[config.mk]
export PLATFORM = sky130hd
export DESIGN_NAME = lexical_token_class_counter_unit_flat
export DESIGN_NICKNAME = d
export VERILOG_FILES = /design/src/hw/rtl/ltcc_pkg.sv /design/src/hw/rtl/ltcc_if.sv /design/src/hw/rtl/ltcc_kw_match.sv /design/src/hw/rtl/lexical_token_class_counter_unit.sv /design/src/flat_wrapper.sv
export SDC_FILE = /design/constraint.sdc
export NUM_CORES = 1
export LEC_CHECK = 0
export BUFFER_PORTS_ARGS = -buffer_cell sky130_fd_sc_hd__buf_2
export CORE_ASPECT_RATIO = 1.2
export CORE_MARGIN = 2
export CORE_UTILIZATION = 40
export DETAILED_ROUTE_END_ITERATION = 10
export HOLD_SLACK_MARGIN = 0.1
export SETUP_SLACK_MARGIN = 0.15
export SYNTH_ARGS = -nofsm -noshare
export SYNTH_HDL_FRONTEND = slang
export SYNTH_SLANG_ARGS = --single-unit
[constraint.sdc]
create_clock -name clk -period 14.47 [get_ports clk]
set_input_delay 0 -clock clk [delete_from_list [all_inputs] [get_ports clk]]
set_output_delay 0 -clock clk [all_outputs]
set_load 0.02 [all_outputs]
[src/hw/rtl/ltcc_pkg.sv]
// Shared constants, types and the keyword table of the lexical token class counter.
package ltcc_pkg;

	localparam int COUNT_WIDTH = 32;
	localparam int TOTAL_W     = 32;
	localparam int WORD_BUF    = 6;
	localparam int KW_COUNT    = 8;
	localparam int LEN_W       = 3;

	typedef logic [COUNT_WIDTH-1:0] cnt_t;
	typedef logic [TOTAL_W-1:0]     total_t;
	typedef logic [LEN_W-1:0]       len_t;
	typedef logic [WORD_BUF-1:0][7:0] word_t;

	localparam logic [7:0] KW_TEXT [KW_COUNT][WORD_BUF] = '{
		'{"i", "n", "t", 8'h00, 8'h00, 8'h00},
		'{"f", "l", "o", "a", "t", 8'h00},
		'{"c", "h", "a", "r", 8'h00, 8'h00},
		'{"i", "f", 8'h00, 8'h00, 8'h00, 8'h00},
		'{"e", "l", "s", "e", 8'h00, 8'h00},
		'{"w", "h", "i", "l", "e", 8'h00},
		'{"f", "o", "r", 8'h00, 8'h00, 8'h00},
		'{"r", "e", "t", "u", "r", "n"}
	};

	localparam len_t KW_LEN [KW_COUNT] = '{
		len_t'(3), len_t'(5), len_t'(4), len_t'(2),
		len_t'(4), len_t'(5), len_t'(3), len_t'(6)
	};

endpackage

[src/hw/rtl/ltcc_if.sv]
// Valid/ready channel interfaces for the text input and the totals output.
interface ltcc_text_if;
	import ltcc_pkg::*;

	logic       valid;
	logic       ready;
	logic [7:0] text_byte;
	logic       end_of_text;

	modport source (output valid, output text_byte, output end_of_text, input ready);
	modport sink (input valid, input text_byte, input end_of_text, output ready);
endinterface

interface ltcc_totals_if;
	import ltcc_pkg::*;

	logic   valid;
	logic   ready;
	total_t operator_total;
	total_t separator_total;
	total_t keyword_total;
	total_t identifier_total;
	total_t constant_total;

	modport source (
		output valid, output operator_total, output separator_total,
		output keyword_total, output identifier_total, output constant_total,
		input ready
	);
	modport sink (
		input valid, input operator_total, input separator_total,
		input keyword_total, input identifier_total, input constant_total,
		output ready
	);
endinterface

[src/hw/rtl/ltcc_kw_match.sv]
// Compares a buffered word against the fixed keyword table.
module ltcc_kw_match
	import ltcc_pkg::*;
(
	input  word_t chars,
	input  len_t  len,
	output logic  is_kw
);

	logic [KW_COUNT-1:0] hit;

	always_comb begin
		for (int k = 0; k < KW_COUNT; k++) begin
			hit[k] = (len == KW_LEN[k]);
			for (int i = 0; i < WORD_BUF; i++) begin
				if ((LEN_W'(i) < KW_LEN[k]) && (chars[i] != KW_TEXT[k][i])) begin
					hit[k] = 1'b0;
				end
			end
		end
	end

	assign is_kw = |hit;

endmodule

[src/hw/rtl/lexical_token_class_counter_unit.sv]
// Top level of the lexical token class counter: byte scanner, counters and result register.
//
//   channel  direction  contents
//   text     in         text_byte, end_of_text
//   totals   out        operator, separator, keyword, identifier and constant totals
//
// One byte is accepted per cycle while the input is not stalled; the scanner state updates
// from the input register, so back-to-back requests are taken unless the input stalls.
// A request carrying end_of_text passes through the input register, then its totals are
// held in the result register and presented on the totals channel.
// Reset clears the scanner and all counters at once; no clearing pass is needed.
// Input stalls only while the input register holds a final byte and the result
// register still holds the previous totals that have not been taken.
module lexical_token_class_counter_unit
	import ltcc_pkg::*;
(
	input  logic            clk,
	input  logic            arst_n,
	ltcc_text_if.sink       text,
	ltcc_totals_if.source   totals
);

	typedef enum logic [1:0] {
		MODE_IDLE,
		MODE_WORD,
		MODE_NUM
	} mode_t;

	function automatic cnt_t sat_inc(input cnt_t c, input logic en);
		cnt_t r;
		r = c;
		if (en && (c != '1)) begin
			r = c + cnt_t'(1);
		end
		return r;
	endfunction

	logic       valid_s1;
	logic [7:0] byte_s1;
	logic       last_s1;

	mode_t mode_q;
	word_t chars_q;
	len_t  len_q;
	cnt_t  op_cnt_q, sep_cnt_q, kw_cnt_q, id_cnt_q, con_cnt_q;

	logic   out_valid_q;
	total_t op_tot_q, sep_tot_q, kw_tot_q, id_tot_q, con_tot_q;

	logic stall, fire;
	logic is_letter, is_digit, is_under, is_op, is_sep, word_char;
	logic kw_old, kw_new;
	mode_t mode_step;
	word_t chars_step;
	len_t  len_step;
	logic op_f, sep_f, kw_f, id_f, con_f;
	cnt_t op_next, sep_next, kw_next, id_next, con_next;

	assign stall      = valid_s1 && last_s1 && out_valid_q && !totals.ready;
	assign fire       = valid_s1 && !stall;
	assign text.ready = !stall;

	assign is_letter = ((byte_s1 >= "a") && (byte_s1 <= "z")) ||
		((byte_s1 >= "A") && (byte_s1 <= "Z"));
	assign is_digit  = (byte_s1 >= "0") && (byte_s1 <= "9");
	assign is_under  = (byte_s1 == "_");
	assign is_op     = (byte_s1 == "+") || (byte_s1 == "-") ||
		(byte_s1 == "*") || (byte_s1 == "/");
	assign is_sep    = (byte_s1 == ";") || (byte_s1 == ",") || (byte_s1 == "{") ||
		(byte_s1 == "}") || (byte_s1 == "(") || (byte_s1 == ")");
	assign word_char = is_letter || is_digit || is_under;

	ltcc_kw_match u_kw_old (
		.chars (chars_q),
		.len   (len_q),
		.is_kw (kw_old)
	);

	ltcc_kw_match u_kw_new (
		.chars (chars_step),
		.len   (len_step),
		.is_kw (kw_new)
	);

	// The byte that closes a token is classified on its own, so a new token may open.
	always_comb begin
		logic start;
		start      = 1'b0;
		mode_step  = mode_q;
		chars_step = chars_q;
		len_step   = len_q;
		op_f       = 1'b0;
		sep_f      = 1'b0;
		kw_f       = 1'b0;
		id_f       = 1'b0;
		con_f      = 1'b0;
		case (mode_q)
			MODE_WORD: begin
				if (word_char) begin
					for (int i = 0; i < WORD_BUF; i++) begin
						if (LEN_W'(i) == len_q) begin
							chars_step[i] = byte_s1;
						end
					end
					if (len_q != '1) begin
						len_step = len_q + len_t'(1);
					end
				end else begin
					kw_f  = kw_old;
					id_f  = !kw_old;
					start = 1'b1;
				end
			end
			MODE_NUM: begin
				if (!(is_digit || (byte_s1 == "."))) begin
					con_f = 1'b1;
					start = 1'b1;
				end
			end
			default: begin
				start = 1'b1;
			end
		endcase
		if (start) begin
			mode_step  = MODE_IDLE;
			chars_step = '0;
			len_step   = '0;
			op_f       = is_op;
			sep_f      = is_sep;
			if (is_letter || is_under) begin
				mode_step     = MODE_WORD;
				chars_step[0] = byte_s1;
				len_step      = len_t'(1);
			end else if (is_digit) begin
				mode_step = MODE_NUM;
			end
		end
		// A word or number still open at the final byte is counted now.
		if (last_s1) begin
			if (mode_step == MODE_WORD) begin
				kw_f = kw_f || kw_new;
				id_f = id_f || !kw_new;
			end else if (mode_step == MODE_NUM) begin
				con_f = 1'b1;
			end
		end
	end

	assign op_next  = sat_inc(op_cnt_q, op_f);
	assign sep_next = sat_inc(sep_cnt_q, sep_f);
	assign kw_next  = sat_inc(kw_cnt_q, kw_f);
	assign id_next  = sat_inc(id_cnt_q, id_f);
	assign con_next = sat_inc(con_cnt_q, con_f);

	always_ff @(posedge clk or negedge arst_n) begin
		if (!arst_n) begin
			valid_s1 <= 1'b0;
		end else if (text.ready) begin
			valid_s1 <= text.valid;
		end
	end

	always_ff @(posedge clk) begin
		if (text.ready) begin
			byte_s1 <= text.text_byte;
			last_s1 <= text.end_of_text;
		end
	end

	always_ff @(posedge clk or negedge arst_n) begin
		if (!arst_n) begin
			mode_q    <= MODE_IDLE;
			chars_q   <= '0;
			len_q     <= '0;
			op_cnt_q  <= '0;
			sep_cnt_q <= '0;
			kw_cnt_q  <= '0;
			id_cnt_q  <= '0;
			con_cnt_q <= '0;
		end else if (fire) begin
			if (last_s1) begin
				mode_q    <= MODE_IDLE;
				chars_q   <= '0;
				len_q     <= '0;
				op_cnt_q  <= '0;
				sep_cnt_q <= '0;
				kw_cnt_q  <= '0;
				id_cnt_q  <= '0;
				con_cnt_q <= '0;
			end else begin
				mode_q    <= mode_step;
				chars_q   <= chars_step;
				len_q     <= len_step;
				op_cnt_q  <= op_next;
				sep_cnt_q <= sep_next;
				kw_cnt_q  <= kw_next;
				id_cnt_q  <= id_next;
				con_cnt_q <= con_next;
			end
		end
	end

	always_ff @(posedge clk or negedge arst_n) begin
		if (!arst_n) begin
			out_valid_q <= 1'b0;
		end else if (fire && last_s1) begin
			out_valid_q <= 1'b1;
		end else if (totals.ready) begin
			out_valid_q <= 1'b0;
		end
	end

	always_ff @(posedge clk) begin
		if (fire && last_s1) begin
			op_tot_q  <= TOTAL_W'(op_next);
			sep_tot_q <= TOTAL_W'(sep_next);
			kw_tot_q  <= TOTAL_W'(kw_next);
			id_tot_q  <= TOTAL_W'(id_next);
			con_tot_q <= TOTAL_W'(con_next);
		end
	end

	assign totals.valid            = out_valid_q;
	assign totals.operator_total   = op_tot_q;
	assign totals.separator_total  = sep_tot_q;
	assign totals.keyword_total    = kw_tot_q;
	assign totals.identifier_total = id_tot_q;
	assign totals.constant_total   = con_tot_q;

	a_final_clears: assert property (@(posedge clk) disable iff (!arst_n)
		fire && last_s1 |=> (mode_q == MODE_IDLE) && (len_q == '0) && (op_cnt_q == '0))
		else $error("scanner state not cleared after the final byte");

	a_final_result: assert property (@(posedge clk) disable iff (!arst_n)
		fire && last_s1 |=> out_valid_q)
		else $error("final byte did not produce a result");

	a_len_mode: assert property (@(posedge clk) disable iff (!arst_n)
		mode_q != MODE_WORD |-> len_q == '0)
		else $error("word length nonzero outside a word");

	a_empty_buf: assert property (@(posedge clk) disable iff (!arst_n)
		len_q == '0 |-> chars_q == '0)
		else $error("word buffer not empty at length zero");

	a_stall_cause: assert property (@(posedge clk) disable iff (!arst_n)
		!text.ready |-> valid_s1 && last_s1 && out_valid_q)
		else $error("input stalled without a pending final byte");

endmodule

[src/flat_wrapper.sv]
// flat-port wrapper written by rule: the top's interface ports become plain ports
module lexical_token_class_counter_unit_flat import ltcc_pkg::*;
  (clk, arst_n, text_valid, text_text_byte, text_end_of_text, text_ready, totals_valid, totals_operator_total, totals_separator_total, totals_keyword_total, totals_identifier_total, totals_constant_total, totals_ready);
  ltcc_text_if text_i ();
  ltcc_totals_if totals_i ();
  input  logic clk;
  input  logic arst_n;
  input wire logic [$bits(text_i.valid)-1:0] text_valid;
  input wire logic [$bits(text_i.text_byte)-1:0] text_text_byte;
  input wire logic [$bits(text_i.end_of_text)-1:0] text_end_of_text;
  output wire logic [$bits(text_i.ready)-1:0] text_ready;
  output wire logic [$bits(totals_i.valid)-1:0] totals_valid;
  output wire logic [$bits(totals_i.operator_total)-1:0] totals_operator_total;
  output wire logic [$bits(totals_i.separator_total)-1:0] totals_separator_total;
  output wire logic [$bits(totals_i.keyword_total)-1:0] totals_keyword_total;
  output wire logic [$bits(totals_i.identifier_total)-1:0] totals_identifier_total;
  output wire logic [$bits(totals_i.constant_total)-1:0] totals_constant_total;
  input wire logic [$bits(totals_i.ready)-1:0] totals_ready;
  assign text_i.valid = text_valid;
  assign text_i.text_byte = text_text_byte;
  assign text_i.end_of_text = text_end_of_text;
  assign text_ready = text_i.ready;
  assign totals_valid = totals_i.valid;
  assign totals_operator_total = totals_i.operator_total;
  assign totals_separator_total = totals_i.separator_total;
  assign totals_keyword_total = totals_i.keyword_total;
  assign totals_identifier_total = totals_i.identifier_total;
  assign totals_constant_total = totals_i.constant_total;
  assign totals_i.ready = totals_ready;
  lexical_token_class_counter_unit u_core (.clk(clk), .arst_n(arst_n), .text(text_i), .totals(totals_i));
endmodule
* After elaboration in Yosys (flattened, before gate mapping) *
Index checks and enable logic that the tools add are counted.

word-level totals
  flip-flop bits (word level) = 384
  bits in latches = 0
  bits in writable memories = 0
  ROM bits = 0
  output and inout port bits = 162
  logic and storage cells = 275
  memories kept = 0

operators by class
  add/sub/neg operators = 6
  $mul = 0
  divide/modulo/power cells = 0
  magnitude comparators = 6
  equal/unequal tests = 91
  shifts and indexed selects = 0
  muxes and demuxes = 114
  bitwise operators = 0
  reduce and logical (&&, ||, !) cells = 36

operators with widths
  operator               count
  $ne 8x7->1 const B     54
  $mux 32                10
  $mux 48                4
  $add 32x1->32 const B  5
  $ne 32x32->1 const B   5
  $mux 1                 83
  $eq 8x6->1 const B     9
  $mux 8                 7
  $eq 8x7->1 const B     3
  $eq 3x3->1 const B     6
  $ge 8x7->1 const B     2
  $le 8x7->1 const B     2
  $reduce_or 8->1        2
  $logic_or 1x1->1       15
  $mux 3                 5
  $logic_and 1x1->1      13
  $eq 3x2->1 const B     4
  $ge 8x6->1 const B     1
  $le 8x6->1 const B     1
  $mux 2                 4
  $eq 2x3->1 const A     2
  $eq 3x3->1 const A     2
  $eq 2x1->1 const B     2
  $eq 2x2->1 const B     2
  7 further kinds        10

* Depth between registers and ports, before layout *
Gate-level depths: netlist of run 1.

  depth in word-level cells = 23
  gate-level depth with buffers = 18

* Modules after synthesis *
Synthesis of run 1 repeated with hierarchy kept, for this count alone.

unflattened totals
  cell total of the unflattened synthesis = 2185
  area, all modules = 21264.1 um^2

modules (own cells, without submodules)
  module                            times used  cells an instance  area an instance (um^2)
  lexical_token_class_counter_unit  1           2055               20343.3
  ltcc_kw_match                     2           65                 460.4

* Least setup slack after synthesis of run 1 *
OpenSTA, ideal clock, no wires.

  kind = reg-to-reg
  start point = register u_core.last_s1
  end point = register u_core.con_tot_q[0] (netlist: u_core.totals.constant_total[0]) (enable)
  setup time = 0.682 ns
  arrival time = 7.725 ns
  path slack = 6.063 ns
  cell stages (with the launch flop) = 5
  path buffers = 2
  period minus slack after synthesis = 8.407 ns
  cells stage by stage = edfxtp_1 > clkbuf_1 > buf_1 > nand2_1 > nor2_1

between the ends
  cells in the longest elaborated chain, start to end = 6

ends and longest elaborated chain
  item                            RTL line                                 RTL
  start, declared                 lexical_token_class_counter_unit.sv:40   logic last_s1;
  start signal, assigned          lexical_token_class_counter_unit.sv:166  last_s1 <= text.end_of_text;
  $logic_and 1x1->1 (3 in a row)  lexical_token_class_counter_unit.sv:59   assign stall = valid_s1 && last_s1 && out_valid_q && !totals.ready;
  $logic_not 1->1                 lexical_token_class_counter_unit.sv:60   assign fire = valid_s1 && !stall;
  $logic_and 1x1->1               lexical_token_class_counter_unit.sv:60
  $logic_and 1x1->1 *             lexical_token_class_counter_unit.sv:214  if (fire && last_s1) begin
  end signal, assigned            lexical_token_class_counter_unit.sv:219  con_tot_q <= TOTAL_W'(con_next);
  end, declared                   lexical_token_class_counter_unit.sv:48   total_t op_tot_q, sep_tot_q, kw_tot_q, id_tot_q, con_tot_q;

Mark *: on every way between the ends. The rest lies on a longest branch, timed or not.
A chain may end at the register's enable or synchronous reset.

* Final worst setup path of run 1 *
  start point = register u_core.byte_s1[1]
  end point = register u_core.kw_cnt_q[20]

between the ends
  cells in the longest elaborated chain, start to end = 22
  elaborated cells between the ends (all ways) = 110
  those cells by class = 6 x order compare; 35 x eq/ne; 58 x mux; 11 x reduce/logical

ends and longest elaborated chain
  item                                             RTL line                                                                        RTL
  start, declared                                  lexical_token_class_counter_unit.sv:39                                          logic [7:0] byte_s1;
  start signal, assigned                           lexical_token_class_counter_unit.sv:165                                         byte_s1 <= text.text_byte;
  $ge 8x7->1, or another cell as far along         lexical_token_class_counter_unit.sv:63                                          assign is_letter = ((byte_s1 >= "a") && (byte_s1 <= "z")) ||
  $logic_and 1x1->1, on equally long branches      lexical_token_class_counter_unit.sv:63, lexical_token_class_counter_unit.sv:64
  $logic_or 1x1->1                                 lexical_token_class_counter_unit.sv:63
  $logic_or 1x1->1 (2 in a row)                    lexical_token_class_counter_unit.sv:71                                          assign word_char = is_letter || is_digit || is_under;
  $mux 1, or another cell as far along             lexical_token_class_counter_unit.sv:99                                          if (word_char) begin
  $pmux 1 s2, or another cell as far along         lexical_token_class_counter_unit.sv:97                                          case (mode_q)
  $mux 48 / $mux 3 (equally long branches)         lexical_token_class_counter_unit.sv:124                                         if (start) begin
  $ne 8x7->1 / $eq 3x3->1 (equally long branches)  ltcc_kw_match.sv:16, ltcc_kw_match.sv:14
  $mux 1 (6 in a row)                              ltcc_kw_match.sv:16                                                             if ((LEN_W'(i) < KW_LEN[k]) && (chars[i] != KW_TEXT[k][i])) begin
  $reduce_or 8->1                                  ltcc_kw_match.sv:23                                                             assign is_kw = |hit;
  $logic_or 1x1->1                                 lexical_token_class_counter_unit.sv:141                                         kw_f = kw_f || kw_new;
  $mux 1                                           lexical_token_class_counter_unit.sv:140                                         if (mode_step == MODE_WORD) begin
  $mux 1 *                                         lexical_token_class_counter_unit.sv:139                                         if (last_s1) begin
  $logic_and 1x1->1 *                              lexical_token_class_counter_unit.sv:32                                          if (en && (c != '1)) begin
  $mux 32 *                                        lexical_token_class_counter_unit.sv:32
  $mux 32 *                                        lexical_token_class_counter_unit.sv:181                                         if (last_s1) begin
  end signal, assigned                             lexical_token_class_counter_unit.sv:196                                         kw_cnt_q <= kw_next;
  end, declared                                    lexical_token_class_counter_unit.sv:45                                          cnt_t op_cnt_q, sep_cnt_q, kw_cnt_q, id_cnt_q, con_cnt_q;

Marks and branches as above.

==> metrics.txt, run 1 <==
slowest stage cell on the critical path nor2_1; clock latency at the later pin of the worst-skew pair 0.57 ns; Max Fclk 180 MHz; die area 52200 um2; row count 90; Design Area, Final 23000 um2; commonest non-fill, non-tap cell in the layout nand2_1; Placed Area 21500 um2; RSZ-0062 raised after global routing no; asr flop ratio synth 56.0%; Synth area leader dfrtp_1; IO Port Bufs 174; GRT busiest layer met2; DR pass1 iterations 6; Initial DRC Count 1007; Initial Util 40.3%; most frequent cells in the layout nand2_1, dfrtp_1, buf_2; CTS root buffer clkbuf_16; CTS Sinks 384; Power Density 118 nW/um2; Post-synth top flop dfrtp_1; Final Hold Viols 0; endpoints failing setup 0; yosys warns 0; cts bufs inserted 42; Overflow after GRT 0; placed insts 2658; DR vias 15700; Fill cells 4692; largest net degree at the start of global routing 168; Area contributors post-synth dfrtp_1, edfxtp_1, nand2_1, xnor2_1, a22o_1; Die W 209 um; met1 Usage GRT 28.9%; dpl ws 8.94 ns; Clock Path Buffers 3; post-CTS sizing 0; Final HPWL DP 37700 um; status completed; area grow syn2layout 14.4%; Routed WL 57300 um; setup tns final 0 ns; Seq/Total Area, Yosys 51.9%; wire per inst 20.8 um; CTS Hold Buffers Added 14; GRT met2 Usage 36.4%; area of the multi-input gates 9020 um2; Final Non-Filler Cells 2750; CP max stage delay 0.86 ns; vias in the first global route 15600; H-tree levels 2; synthesized area per cell 10.4 um2; CTS clk-pin slew, worst paths 0.06 ns; LEAKAGE 9.03 nW; RD Place Congestion 0.911; Yosys reg bits 384; syn nets 1969; core area 50000 um2; Clock Skew 0.0264 ns; worst endpoint required time 14.91 ns; Slew Limit Fails 0; total power 2.73 mW; Synth cell types 97; fin util 46.1%; Post-CTS Setup Bufs 0; HP Class in -> reg; CP max FO 26; worst path cell trace buf_4, and4b_4, a2111oi_4, buf_4, o311a_1, nor2_1, nand3_1, a2111oi_0, nand4_1, o31ai_4, o32ai_4, nor2_1, nand3_1, o311ai_0; io pins 175; hold slack 0.150 ns; Critical Path AT 5.99 ns; Syn Inst Count 1945; Die Ht 250 um; share of the synthesized area in the top cell type 26.7%; Post-synth EDFFs 169; met3 Track Usage GR 3.22%; n_diodes 0; Worst setup EP type register; Via-to-Cell Ratio 5.70; share of post-route cells with drive strength above 1 15.1%; DRC viols 0; Nets 2096; Global Route Usage Sum 21.7%; antenna viol nets, final 0; Slew HR 21.3%; antenna violations before repair 1; synthesized cell area 20100 um2; register area 10500 um2; max_cap viols 0; startpoint types register; Least-Margin Pin Slew 1.18 ns; CTS tree yes; Min Clock Period, post-route 5.55 ns; global-route wire length before repair 89600 um; worst reg-to-reg setup slack 8.92 ns; crit path kind reg -> reg; Final WS setup 8.92 ns; Tcrit/Tclk final 38.4%; worst IR drop on VDD 0.0682 mV
critical path: cells and delay by family (launching register included):
kind	cells	cell delay [ns]
AOI/OAI and AO/OA	6	1.85
buffers and inverters	2	0.57
and+or+nand+nor	6	2.67
DFF	1	0.32
kinds of logic after synthesis:
family	count (synthesis)	synth area share, %
simple gates	790	20.5
compound gates	390	14.1
flops	384	51.9
buf+inv	164	3.41
xor+xnor	153	6.65
mux	53	2.71
fa+ha+maj	11	0.683
Yosys cell counts (6+ instances only):
master,instances
and2_1,20
dfrtp_1,215
clkbuf_1,95
nor3b_1,29
a22o_1,70
o311ai_0,7
and3_1,61
nand4_1,34
edfxtp_1,169
and4_1,19
nor2b_1,28
xnor2_1,94
or2_2,8
a31oi_1,10
mux2_2,8
mux2i_1,43
nor3_1,57
nand3b_1,6
nand2_1,240
ha_1,11
xor2_1,59
o311ai_1,8
or4_1,13
inv_1,40
nand2b_1,14
or3_1,13
o211ai_1,19
o31ai_1,17
nand3_1,96
o22ai_1,8
a21oi_1,53
o21ai_0,99
o21ai_1,7
nor4_1,6
nor2_1,111
buf_2,14
layer usage:
layer	up-vias	wire (um)
li1	7420	-
met3	106	2440
met2	407	27900
met5	-	0
met1	7741	25500
met4	0	1490
state kept, by name, indices dropped and copies added (netlist names):
name and flops:
u_core.con_cnt_q 32, u_core.totals.keyword_total 32, u_core.last_s1 1, u_core.totals.separator_total 32, u_core.byte_s1 8, u_core.chars_q 48
u_core.totals.identifier_total 32, u_core.kw_cnt_q 32, u_core.sep_cnt_q 32, u_core.valid_s1 1, u_core.totals.operator_total 32, u_core.len_q 3
u_core.mode_q 2, u_core.id_cnt_q 32, u_core.op_cnt_q 32, u_core.totals.valid 1, u_core.totals.constant_total 32
power by group:
group	internal (mW)	switching [mW]	total, mW
combinational	0.102	0.221	0.323
clock	0.644	0.460	1.10
sequential	1.22	0.0777	1.30
cell type report:
cell class              instances  share of cell area [%]
clock inverters                22                   0.923
clock buffers                  56                    5.23
inverters                      40                   0.651
multi-input cells            1397                    39.2
flip-flops and latches        384                    45.4
repair buffers                207                    5.18
well taps                     644                    3.50
final timing paths:
| check | start | end | depth (start not counted) |
|---|---|---|---|
| max | u_core.byte_s1[1] | u_core.kw_cnt_q[20] | 14 |
| min | text_text_byte[4] | u_core.byte_s1[4] | 2 |
| max reg2reg | u_core.byte_s1[1] | u_core.kw_cnt_q[20] | 14 |
| min reg2reg | u_core.chars_q[47] | u_core.chars_q[47] | 1 |
| max in group asynchronous | arst_n | u_core.valid_s1 | 4 |
| min in group asynchronous | arst_n | u_core.id_cnt_q[28] | 4 |
Note: power is estimated with default switching activity, not from simulation.
==> run 2, diff against run 1 <==
==> constraint.sdc (replaced) <==
create_clock -name clk -period 4.51 [get_ports clk]
set_input_delay 0 -clock clk [delete_from_list [all_inputs] [get_ports clk]]
set_output_delay 0 -clock clk [all_outputs]
set_load 0.02 [all_outputs]
==> run 2 against run 1 <==
Against the previous run:
- worst hold slack about the same
- combinational power rose to 3.4 times the previous value
- final cell count grew 3.0%
- via count is 2.7% higher
- clock power rose to 3.3 times the previous value
- setup slack got worse by 8.7 ns
==> metrics.txt, run 2 (synthesis results as in run 1) <==
CP max FO 13; share of post-route cells with drive strength above 1 18.9%; crit path kind reg -> reg; Via-to-Cell Ratio 5.68; Overflow after GRT 0; wire per inst 20.9 um; most frequent cells in the layout nand2_1, dfrtp_1, buf_2; startpoint types register; Routed WL 59100 um; Largest register FFs 48; worst path cell trace buf_4, and4bb_2, a22oi_1, o22ai_1, buf_4, buf_4, a211oi_1, a41oi_1, or3_1, a2111o_1, nand3_1, o32ai_4, nand2b_4, or3_1, a221o_1; slowest stage cell on the critical path edfxtp_1; Top reg by flops u_core.chars_q; Global Route Usage Sum 22.6%; DRC viols 0; antenna violations before repair 0; H-tree levels 2; Clock Skew 0.0139 ns; Placed Area 22100 um2; Slew Limit Fails 0; worst endpoint required time 4.96 ns; Die Ht 250 um; Initial DRC Count 974; CTS Sinks 384; Least-Margin Pin Slew 0.928 ns; Clock Path Buffers 3; commonest non-fill, non-tap cell in the layout nand2_1; Final HPWL DP 40000 um; n_diodes 0; status completed; cts bufs inserted 43; CTS root buffer clkbuf_16; worst IR drop on VDD 0.264 mV; Initial Util 40.3%; IO Port Bufs 174; largest net degree at the start of global routing 174; Die W 209 um; Top cell by count, worst path buf_4; Final WS setup 0.253 ns; DR pass1 iterations 4; RD Place Congestion 0.949; area grow syn2layout 18.5%; Nets 2178; dpl ws -0.000873 ns; io pins 175; Worst setup EP type register; CTS tree yes; core area 50000 um2; Design Area, Final 23900 um2; CTS clk-pin slew, worst paths 0.06 ns; endpoints failing setup 0; vias in the first global route 16100; max_cap viols 0; CP max stage delay 0.41 ns; Tcrit/Tclk final 94.4%; Power Density 373 nW/um2; Max Fclk 235 MHz; Critical Path AT 4.70 ns; Slew HR 38.1%; die area 52200 um2; HP Class in -> reg; global-route wire length before repair 92900 um; Final Hold Viols 0; RSZ-0062 raised after global routing yes; clock latency at the later pin of the worst-skew pair 0.57 ns; antenna viol nets, final 0; row count 90; Min Clock Period, post-route 4.26 ns; LEAKAGE 9.50 nW; DR vias 16100
## run 2: changes by cell type in the layout (fill, tap and decap cells not counted), moves of 3 or more
cell / delta
clkinv_2: +3
nor3_2: +3
nor2_1: -3
nor2_2: +3
buf_4: +73
nor3_1: -3
buf_12: +8
clkbuf_1: +6
clkinv_1: -5
clkbuf_8: -3
## run 2: layout make-up
| class | instances | area [um2] |
|---|---|---|
| timing repair buffer | 288 | 1900 |
| tap | 644 | 806 |
| clock buffer | 61 | 1240 |
| inverter | 40 | 150 |
| clock inverter | 19 | 219 |
| fill | 4660 | 26100 |
| sequential | 384 | 10500 |
| multi-input combinational | 1397 | 9110 |
## run 2: what timing repair did
action                                  in CTS  in global routing
resized for setup                            1                 17
buffers inserted                             0                  3
endpoints found under the hold margin      174                  0
endpoints found under the setup margin      22                120
hold buffers                                14                  0
pin swaps                                    0                  3
## run 2: path summary, 6_finish.rpt
kind                                    startpoint                   to  slack (ns)  depth (start not counted)
worst min-delay path             text_text_byte[4]    u_core.byte_s1[4]        0.15                          2
worst min register to register  u_core.chars_q[31]   u_core.chars_q[31]        0.48                          1
worst max register to register   u_core.byte_s1[2]  u_core.kw_cnt_q[17]        0.25                         15
min in group asynchronous                   arst_n  u_core.id_cnt_q[24]        0.56                          4
max in group asynchronous                   arst_n   u_core.chars_q[42]        3.32                          4
worst max-delay path             u_core.byte_s1[2]  u_core.kw_cnt_q[17]        0.25                         15
## run 2: worst max-delay path: cells and delay by family (launching register included)
family	cells	cell delay [ns]
buf+inv	3	0.57
simple gates	5	1.41
flops	1	0.41
compound gates	7	1.73
## run 2: routing by layer
layer | part of all wire (%) | wire (um) | GRT usage (%) | vias up
met3 | 5.0 | 2950 | 3.95 | 124
met5 | 0 | 0 | 0 | -
li1 | - | - | - | 7568
met4 | 3.3 | 1940 | 8.04 | 0
met2 | 48 | 28400 | 37.4 | 436
met1 | 44 | 25800 | 29.8 | 7966
## run 2: where the power goes
part	internal, mW	switching [mW]
combinational	0.378	0.734
sequential	3.93	0.251
clock	2.16	1.46
## run 2: through the flow
stage / std cells / hold WS, ns / power (mW) / setup TNS (ns) / util (%)
6_report: 2833 / 0.150 / 8.91 / 0 / 47.8
5_1_grt: 2833 / 0.142 / 9.29 / 0 / 47.8
4_1_cts: 2830 / 0.121 / 9.02 / 0 / 47.5
3_5_place_dp: 2736 / 0.0374 / 5.34 / -0.000873 / 44.3
3_3_place_gp: 2736 / 0.0347 / 5.31 / 0 / 44.3
2_1_floorplan: 1945 / -0.296 / 4.88 / 0 / -
